`config.mk`:
```
export PLATFORM = sky130hd
export DESIGN_NAME = cwsp_node_mem
export DESIGN_NICKNAME = d
export VERILOG_FILES = /design/src/cwsp_pkg.sv /design/src/cwsp_node_mem.sv
export SDC_FILE = /design/constraint.sdc
export NUM_CORES = 2
export LEC_CHECK = 0
export BUFFER_PORTS_ARGS = -buffer_cell sky130_fd_sc_hd__buf_2
export CORE_UTILIZATION = 47
export CTS_CLUSTER_DIAMETER = 150
export CTS_CLUSTER_SIZE = 8
export DETAILED_ROUTE_END_ITERATION = 6
export SLEW_MARGIN = 20
export SYNTH_ARGS = -nofsm -noshare
export SYNTH_HDL_FRONTEND = slang
export SYNTH_SLANG_ARGS = --single-unit
```
`constraint.sdc`:
```
create_clock -name clk -period 4.7 [get_ports clk]
set_input_delay 0.705 -clock clk [delete_from_list [all_inputs] [get_ports clk]]
set_output_delay 0.705 -clock clk [all_outputs]
set_load 0.05 [all_outputs]
```
`src/cwsp_pkg.sv`:
```
// shared types, codes and helpers of the congestion weighted shortest path unit
package cwsp_pkg;

  localparam logic [1:0] CMD_LOAD   = 2'd0;
  localparam logic [1:0] CMD_ADJUST = 2'd1;
  localparam logic [1:0] CMD_QUERY  = 2'd2;

  localparam logic [31:0] SAT32       = 32'hFFFF_FFFF;
  localparam logic [15:0] CARS_MAX    = 16'hFFFF;
  localparam logic [10:0] LANE_SCALE  = 11'd100;
  localparam logic [6:0]  NODES_RESET = 7'd64;

  typedef struct packed {
    logic [5:0]  start;
    logic [5:0]  dest;
    logic [15:0] length;
    logic [3:0]  lanes;
    logic [15:0] cars;
  } edge_entry_t;

  typedef struct packed {
    logic reached;
    logic settled;
  } node_flags_t;

  typedef struct packed {
    logic        go;
    logic [15:0] length;
    logic [3:0]  lanes;
    logic [15:0] cars;
  } weight_req_t;

  function automatic logic [31:0] sat_add(input logic [31:0] a, input logic [31:0] b);
    logic [32:0] s;
    s = {1'b0, a} + {1'b0, b};
    return s[32] ? SAT32 : s[31:0];
  endfunction

endpackage

```
`src/cwsp_node_mem.sv`:
```
// node store: distance and back edge memory, reached and settled flags
module cwsp_node_mem #(
  parameter int  NODE_COUNT = 64,
  parameter int  EDGE_COUNT = 256,
  localparam int NW         = $clog2(NODE_COUNT),
  localparam int EW         = $clog2(EDGE_COUNT)
) (
  input  logic                  clk,
  input  logic                  clear,
  input  logic                  rd_en,
  input  logic [NW-1:0]         rd_addr,
  output logic [31:0]           rd_dist,
  output logic [EW-1:0]         rd_back,
  output cwsp_pkg::node_flags_t rd_flags,
  input  logic                  wr_en,
  input  logic [NW-1:0]         wr_addr,
  input  logic [31:0]           wr_dist,
  input  logic [EW-1:0]         wr_back,
  input  logic                  settle_en,
  input  logic [NW-1:0]         settle_addr
);
  import cwsp_pkg::*;

  logic [31:0]           dist_mem [NODE_COUNT];
  logic [EW-1:0]         back_mem [NODE_COUNT];
  logic [NODE_COUNT-1:0] reached;
  logic [NODE_COUNT-1:0] settled;

  always_ff @(posedge clk) begin
    if (wr_en) begin
      dist_mem[wr_addr] <= wr_dist;
      back_mem[wr_addr] <= wr_back;
    end
    if (rd_en) begin
      rd_dist  <= dist_mem[rd_addr];
      rd_back  <= back_mem[rd_addr];
      rd_flags <= {reached[rd_addr], settled[rd_addr]};
    end
  end

  // clear at query start; a write in the same cycle still marks its node
  always_ff @(posedge clk) begin
    if (clear) begin
      reached <= '0;
      settled <= '0;
    end
    if (wr_en) begin
      reached[wr_addr] <= 1'b1;
    end
    if (settle_en) begin
      settled[settle_addr] <= 1'b1;
    end
  end

endmodule

```
==> results.cfg <==
[clocking]
cts_tree = done
cts_hold_buf = 0
numCtsBuffers = 391
postCtsSetupBuffers = 0
cts_buffer_depth = 4
clock_latency_ns = 0.98
cts_root_buf = clkbuf_16
cts_resized = 0
clock_sinks = 2730
cts_max_level = 5
clk_pin_slew_ns = 0.05

[timing]
finalSetupViolations = 0
rsz0062_at_grt = no
finalCriticalPeriod_ns = 2.963
hold_viol = 0
tns_ns = 0
worstMarginPinSlew_ns = 1.210
max_freq_mhz = 337.5
finalClockSkew_ns = 0.04298
fin_crit_sh = 0.6304
finalMaxSlewViolations = 0
slew_headroom = 0.1931

[final_layout]
regArea_mm2 = 0.08070
fin_area_mm2 = 0.1191
drive_above_1_share = 0.2876
nFillCells = 16220
areaGrowthSynthToFinish_pct = 15.19
fin_nets = 5191
multi_input_area_mm2 = 0.02122

[synthesis]
synth_cells = 4694
syn_avg_cell_area_um2 = 22.02
ys.flop_type = edfxtp_1
netlist.area_leader.share = 0.7560
async_reset_ff_frac = 0
synth_most_common_cell = edfxtp_1
synth-seq-cells = 2730
synth_nets = 4757
synth_commonest_cells = 2602 x edfxtp_1, 664 x mux4_2, 205 x o22ai_1, 130 x inv_1
yosysWarnings = 0
netlist_area_mm2 = 0.1034
yosysUniqueCellTypes = 46
synth-seq-area-share = 0.7807
synth_edf_count = 2602
synthTopCellsByArea = edfxtp_1 76%, mux4_2 14%, dfxtp_1 2.5%
yosys.area.top_type = edfxtp_1

[grt]
grt_pass1_wl_um = 393400
grt_antenna_before_repair = 26
grtUsageTotal = 0.2546
grt_max_degree = 91
grt_pass1_vias = 51730
globalRoute.totalOverflow = 0

[die]
row_count = 171
fp.dieH_um = 471.0
core_area_mm2 = 0.2178
dieArea_mm2 = 0.2218
dieWidth_um = 471.0
initial_core_util = 0.4745
io_pins = 105

[worst_setup_path]
worstSetupPathType = in -> reg
timing.rr.start = dist_mem[11][4]$_DFFE_PP_
cp.required_ns = 5.42
crit_start = rd_addr[2]
arrival_ns = 3.68
endpoint_kind = flop
cp_max_fo = 67
start_kind = input pin

[routing]
routedWlPerCell_um = 35.01
drt_wl_total_um = 281700
ant_nets = 0
routed_via_density = 6.405
drc_errors = 0
drtIter0Drc = 6312
num_vias = 51540
dr.pass1.iters = 5

[place]
gp_congestion = 0.8017
hpwlAfterDp_um = 153800
dpl_cell_area_mm2 = 0.1088
port-buffer-count = 104

[power]
leakagePower_uw = 0.03715
ir_drop_uv = 433.5
powerDensity_mw_per_mm2 = 451.9

[worst_hold_path]
hold_class = in -> reg
holdCritStartpoint = settle_addr[0]

[flow_run]
max-cap-violations = 0

[status]
status = finished clean
==> cell usage in the layout, fill, tap and decap left out, types with 15 or more instances in the layout <==
master / n
edfxtp_1: 2602
mux4_2: 664
clkbuf_16: 398
o22ai_1: 205
buf_4: 205
inv_1: 129
dfxtp_1: 128
a22o_1: 75
buf_2: 74
nand2_1: 72
nor2_4: 66
a221oi_1: 65
a21oi_1: 60
nor2_1: 53
clkbuf_1: 46
buf_12: 46
o221ai_1: 36
mux2i_1: 34
a22oi_1: 34
nor2b_1: 19
nor3_1: 17
a31oi_1: 16
a311oi_1: 15
==> layout make-up <==
type	instances	area share
Antenna cell	9	0.0001892
Sequential cell	2730	0.6778
Tap cell	2854	0.02999
Inverter	130	0.004098
Multi-Input combinational cell	1547	0.1783
Clock inverter	5	0.0004309
Timing Repair Buffer	328	0.02415
Clock buffer	444	0.08510
==> flip-flops by register name (all words and copies together), names as in the netlist <==
signal,flops
rd_dist,32
settled,64
back_mem,512
dist_mem,2048
rd_flags,2
rd_back,8
reached,64
==> cell families (layout without fill, tap and decap cells) <==
| logic type | Yosys count | count (layout) | share of synthesized area |
|---|---|---|---|
| flops | 2730 | 2730 | 0.7807 |
| mux | 710 | 710 | 0.1493 |
| compound gates | 544 | 544 | 0.03795 |
| buf+inv | 417 | 907 | 0.01901 |
| simple gates | 293 | 293 | 0.01301 |
| other cells | 0 | 9 | 0 |
==> metrics by stage <==
stage | power [uW] | hold slack (ns) | util | worst slack, ns | cells
3_5_place_dp | 30060 | 0.4497 | 0.4995 | 0.8667 | 7589
4_1_cts | 54140 | 0.005376 | 0.5462 | 1.883 | 8038
5_1_grt | 55170 | 0.06702 | 0.5466 | 1.703 | 8046
6_report | 53800 | 0.08628 | 0.5466 | 1.737 | 8047
3_3_place_gp | 30010 | 0.4432 | 0.4994 | 0.7015 | 7587
2_1_floorplan | 28860 | 0.4363 | - | 0.8432 | 4694
==> final timing paths <==
path / end / slack (ns) / cells past startpoint
hold / removal: settled[60]$_DFF_P_ / 0.09 / 2
setup reg to reg: rd_dist[4]$_DFFE_PP_ / 2.19 / 4
setup / recovery: rd_flags[1]$_DFFE_PP_ / 1.74 / 8
hold reg to reg: settled[44]$_DFF_P_ / 0.46 / 2
==> per-layer routing <==
metal / wire (um) / vias up / global-route usage
li1: - / 20650 / -
met1: 112500 / 27830 / 0.3555
met2: 132500 / 2559 / 0.3892
met3: 28460 / 497 / 0.06942
met4: 8238 / 8 / 0.08441
met5: 57 / - / 0
==> critical path, cell delays in order <==
cell and delay [ns]:
buf_8 0.46, buf_12 0.46, buf_4 0.33, mux4_2 0.31
a2111oi_0 0.91, a211oi_1 0.08, o21ai_0 0.16, nor3b_1 0.10
==> power breakdown <==
| part | switching [uW] | internal, uW |
|---|---|---|
| Combinational | 1720 | 881 |
| Clock | 9370 | 14800 |
| Sequential | 87.5 | 26900 |
Power figures use the tool's default switching activity.
