===== config.mk =====
export PLATFORM = sky130hd
export DESIGN_NAME = cwsp_weight
export DESIGN_NICKNAME = d
export VERILOG_FILES = /design/src/cwsp_pkg.sv /design/src/cwsp_weight.sv
export SDC_FILE = /design/constraint.sdc
export NUM_CORES = 1
export LEC_CHECK = 0
export ABC_CLOCK_PERIOD_IN_PS = 9100
export BUFFER_PORTS_ARGS = -buffer_cell sky130_fd_sc_hd__buf_2
export CAP_MARGIN = 10
export CORE_UTILIZATION = 48
export DETAILED_ROUTE_END_ITERATION = 8
export PLACE_DENSITY_LB_ADDON = 0.1
export SYNTH_ARGS = -nofsm -noshare
export SYNTH_HDL_FRONTEND = slang
export SYNTH_SLANG_ARGS = --single-unit

===== constraint.sdc =====
create_clock -name clk -period 9.1 [get_ports clk]
set_input_delay 1.82 -clock clk [delete_from_list [all_inputs] [get_ports clk]]
set_output_delay 1.82 -clock clk [all_outputs]
set_load 0.02 [all_outputs]

===== src/cwsp_pkg.sv =====
// shared types, codes and helpers of the congestion weighted shortest path unit
package cwsp_pkg;

  localparam logic [1:0] CMD_LOAD   = 2'd0;
  localparam logic [1:0] CMD_ADJUST = 2'd1;
  localparam logic [1:0] CMD_QUERY  = 2'd2;

  localparam logic [31:0] SAT32       = 32'hFFFF_FFFF;
  localparam logic [15:0] CARS_MAX    = 16'hFFFF;
  localparam logic [10:0] LANE_SCALE  = 11'd100;
  localparam logic [6:0]  NODES_RESET = 7'd64;

  typedef struct packed {
    logic [5:0]  start;
    logic [5:0]  dest;
    logic [15:0] length;
    logic [3:0]  lanes;
    logic [15:0] cars;
  } edge_entry_t;

  typedef struct packed {
    logic reached;
    logic settled;
  } node_flags_t;

  typedef struct packed {
    logic        go;
    logic [15:0] length;
    logic [3:0]  lanes;
    logic [15:0] cars;
  } weight_req_t;

  function automatic logic [31:0] sat_add(input logic [31:0] a, input logic [31:0] b);
    logic [32:0] s;
    s = {1'b0, a} + {1'b0, b};
    return s[32] ? SAT32 : s[31:0];
  endfunction

endpackage


===== src/cwsp_weight.sv =====
// congested edge weight: length*256 + floor(length*256*cars/(100*lanes)), bit-serial divide
module cwsp_weight (
  input  logic                  clk,
  input  logic                  rst,
  input  cwsp_pkg::weight_req_t req,
  output logic                  done,
  output logic [31:0]           weight
);
  import cwsp_pkg::*;

  typedef enum logic [1:0] {W_IDLE, W_DIV, W_FIN} wstate_t;

  localparam int DIV_STEPS = 40;
  localparam int STEP_W    = 6;

  wstate_t           state;
  logic [STEP_W-1:0] step;
  logic [39:0]       quo;
  logic [10:0]       rem;
  logic [10:0]       den;
  logic [15:0]       length;
  logic [11:0]       trial;
  logic              fits;
  logic [40:0]       sum;
  logic [3:0]        lanes_eff;

  always_comb begin
    trial     = {rem, quo[39]};
    fits      = trial >= {1'b0, den};
    sum       = {1'b0, quo} + {17'b0, length, 8'b0};
    lanes_eff = (req.lanes == 4'd0) ? 4'd1 : req.lanes;
  end

  always_ff @(posedge clk) begin
    if (rst) begin
      state <= W_IDLE;
      done  <= 1'b0;
    end else begin
      done <= 1'b0;
      case (state)
        W_IDLE: begin
          if (req.go) begin
            quo    <= {{16'b0, req.length} * {16'b0, req.cars}, 8'b0};
            den    <= {7'b0, lanes_eff} * LANE_SCALE;
            length <= req.length;
            rem    <= '0;
            step   <= '0;
            state  <= W_DIV;
          end
        end
        W_DIV: begin
          quo  <= {quo[38:0], fits};
          rem  <= fits ? 11'(trial - {1'b0, den}) : trial[10:0];
          step <= step + 1'b1;
          if (step == STEP_W'(DIV_STEPS - 1)) begin
            state <= W_FIN;
          end
        end
        W_FIN: begin
          weight <= (sum[40:32] != '0) ? SAT32 : sum[31:0];
          done   <= 1'b1;
          state  <= W_IDLE;
        end
        default: state <= W_IDLE;
      endcase
    end
  end

endmodule


==> out/results.ini <==
[layout]
drive_gt1_share_pct = 7.87
diodes = 0
register_area_mm2 = 0.00348
fin_area_mm2 = 0.0160
fillCellCount = 2818
area_delta_synth_final_pct = 8.28
multi_input_area_mm2 = 0.0101
stdcell_count = 2004
final_nets = 1977

[clock_tree]
insertion_delay_ns = 0.41
ctsResizeCount = 0
cts_setup_buffers = 0
clk_path_buf_depth = 2
cts-buffers-inserted = 17
cts_tree = done
cts_root_buf = clkbuf_16
cts.sinks = 117
holdBufCountCts = 0
clk_pin_slew_ns = 0.06
htree_levels = 4

[floorplan]
rows = 63
start_util_pct = 49.4
core_area_mm2 = 0.0300
chipHeight_um = 178
die_area_mm2 = 0.0315
die_x_um = 178
num_io_pins = 72

[grt]
grt_max_degree = 59
grt_pass1_wl_um = 55500
antenna_found_initial = 0
grt_pass1_vias = 10904
track_usage_pct = 22.7
grt_overflow = 0

[detailed_routing]
drt.antenna.violating_nets = 0
drc_errors = 0
first_pass_iters = 5
drtIter0Drc = 590
via_per_inst = 5.36
wl_per_cell_um = 17.0
wl_um = 34100
vias = 10744

[pwr]
peakVddDrop_uv = 321
power_frac_seq_pct = 14.7
p_per_area_mw_per_mm2 = 374
p_clk_share_pct = 10.6
p_int_mw = 3.06
switching_share_pct = 49.0
combPwrFrac_pct = 74.7
p_sw_mw = 2.93
leakage_nw = 7.18
total_power_mw = 6.00

[synthesis]
synth_seq_cells = 117
avgSynthCellArea_um2 = 9.47
synth_largest_area_cell = fa_1
ys_top_cells_by_count = inv_1 (256), nand2_1 (223), fa_1 (197)
seq_area_frac_synth_pct = 23.5
synth_cells = 1563
synth_most_common_cell = inv_1
syn_area_mm2 = 0.0148
async_flop_share_pct = 0
synth_edf_count = 114
yosys.cell_types.count = 61
synth_warnings = 0
syn-num-nets = 1939
synth_area_leaders = fa_1 (27%), edfxtp_1 (23%), ha_1 (12%)
synth_top_area_share_pct = 26.7
postSynth.topFlopCell = edfxtp_1

[placed_design]
place_area_mm2 = 0.0155
port_buffers = 71
dp.cells = 1972
gp_congestion = 0.890
dp.final_hpwl_um = 26300

[timing]
setup_violations = 0
maxSlewHeadroom_pct = 33.1
tightest_slew_ns = 1.00
period_share_pct = 85.3
hold_violations = 0
fmax_mhz = 129
rsz0062_at_grt = no
fin_crit_ns = 7.77
finalSetupTns_ns = 0
skew_ns = 0.0112
maxSlewViolCount = 0

[flow_run]
cap_violations = 0

[status]
outcome = finished, final reports clean

[setup_path]
crit_path_start_kind = input port
required_ns = 9.22
crit_fanout = 17
criticalPathCategory = input port to flip-flop
cp_common_cell = fa_1
cp.arrival_ns = 7.88
slowest_delay_ns = 0.56
path_cells = buf_2 -> and2_1 -> fa_1 -> inv_1 -> fa_1 -> fa_1 -> fa_1 -> inv_1 -> fa_1 -> inv_1 -> fa_1 -> inv_1 -> ha_1 -> nand2_1 -> o21ai_0 -> a2111oi_0 -> buf_4 -> o211ai_1 -> nand3_1 -> a21oi_1 -> a31oi_1 -> xor2_1 -> a21oi_1
crit_path_end_kind = flip-flop
critPathSlowestCell = fa_1

[hold_path]
hold_path.class = flip-flop to flip-flop

## power groups by stage
stage,Combinational [mW],Clock [mW],Sequential (mW)
6_report,4.48,0.636,0.879
5_1_grt,5.12,0.669,0.889
4_1_cts,4.54,0.648,0.876
3_5_place_dp,4.49,0,0.887
3_3_place_gp,4.46,0,0.884
2_1_floorplan,3.51,0,0.844
## through the flow
step	hold slack, ns	util [%]	worst slack, ns
3_3_place_gp	0.523	51.6	1.15
4_1_cts	0.539	53.5	1.34
2_1_floorplan	0.483	-	1.65
3_5_place_dp	0.527	51.6	0.951
5_1_grt	0.552	53.5	0.975
6_report	0.540	53.5	1.33
## layer usage
layer	track usage, %	up-vias	routed length (um)
met5	0	-	0
met4	6.16	0	538
met3	2.49	34	1410
met2	38.2	241	16800
met1	30.9	5359	15300
li1	-	5110	-
## cell families after synthesis
logic type | after synthesis | share of synthesized area (%)
multiplexers | 6 | 0.406
flip-flops | 117 | 23.5
buffers and inverters | 315 | 8.21
XOR/XNOR | 60 | 3.60
adder cells (fa/ha/maj) | 337 | 38.5
AND/OR/NAND/NOR | 536 | 17.3
AO/OA/AOI/OAI | 192 | 8.41
## worst max-delay path, delay by kind of cell
kind	cells	cell delay [ns]
XOR/XNOR	1	0.18
buffers and inverters	6	0.65
AO/OA/AOI/OAI	6	1.26
AND/OR/NAND/NOR	3	0.49
adder cells (fa/ha/maj)	7	3.46
## cell type report
class,instances,share of cell area (%)
Timing Repair Buffer,77,2.50
Clock inverter,13,0.765
Multi-Input combinational cell,1131,63.2
Inverter,257,6.02
Tap cell,390,3.05
Sequential cell,117,21.7
Clock buffer,19,2.76
## sequential cells by signal (all words and copies together), names as in the netlist
signal  cells
rem        11
state       2
weight     32
den         9
length     16
step        6
done        1
quo        40
## cell usage in the layout, fill, tap and decap left out, types with 4 or more instances in the layout
cell / synthesis / routed
and3_1: 6 / 6
nor2b_1: 7 / 6
o21ai_0: 46 / 46
o21bai_1: 5 / 5
o21a_1: 10 / 10
inv_1: 256 / 256
mux2i_1: 6 / 6
a211oi_1: 10 / 10
xnor2_1: 28 / 28
clkbuf_16: 0 / 17
nand2b_1: 10 / 9
inv_6: 0 / 4
edfxtp_1: 114 / 114
a31oi_1: 8 / 8
xor2_1: 31 / 31
clkinvlp_4: 0 / 4
a2111oi_0: 4 / 4
nand4_1: 11 / 11
nor2_1: 78 / 78
ha_1: 140 / 140
nand3_1: 41 / 41
a21o_1: 16 / 16
o31ai_1: 5 / 5
buf_2: 8 / 71
nand2_1: 223 / 223
nor3_1: 11 / 10
and2_1: 132 / 132
buf_4: 0 / 6
fa_1: 197 / 197
o211ai_1: 5 / 5
a21oi_1: 57 / 57
## worst paths after layout
kind	from	end	slack, ns	cells past startpoint
worst max register to register	quo[8]$_DFFE_PP_	weight[19]$_SDFFCE_PP1P_	5.36	12
worst max-delay path	req[25]	quo[38]$_DFFE_PP_	1.33	23
worst min register to register	quo[6]$_SDFFCE_PN0P_	weight[6]$_SDFFCE_PP1P_	0.54	2
worst min-delay path	quo[6]$_SDFFCE_PN0P_	weight[6]$_SDFFCE_PP1P_	0.54	2
No activity file was read; power rests on OpenSTA's default activity.
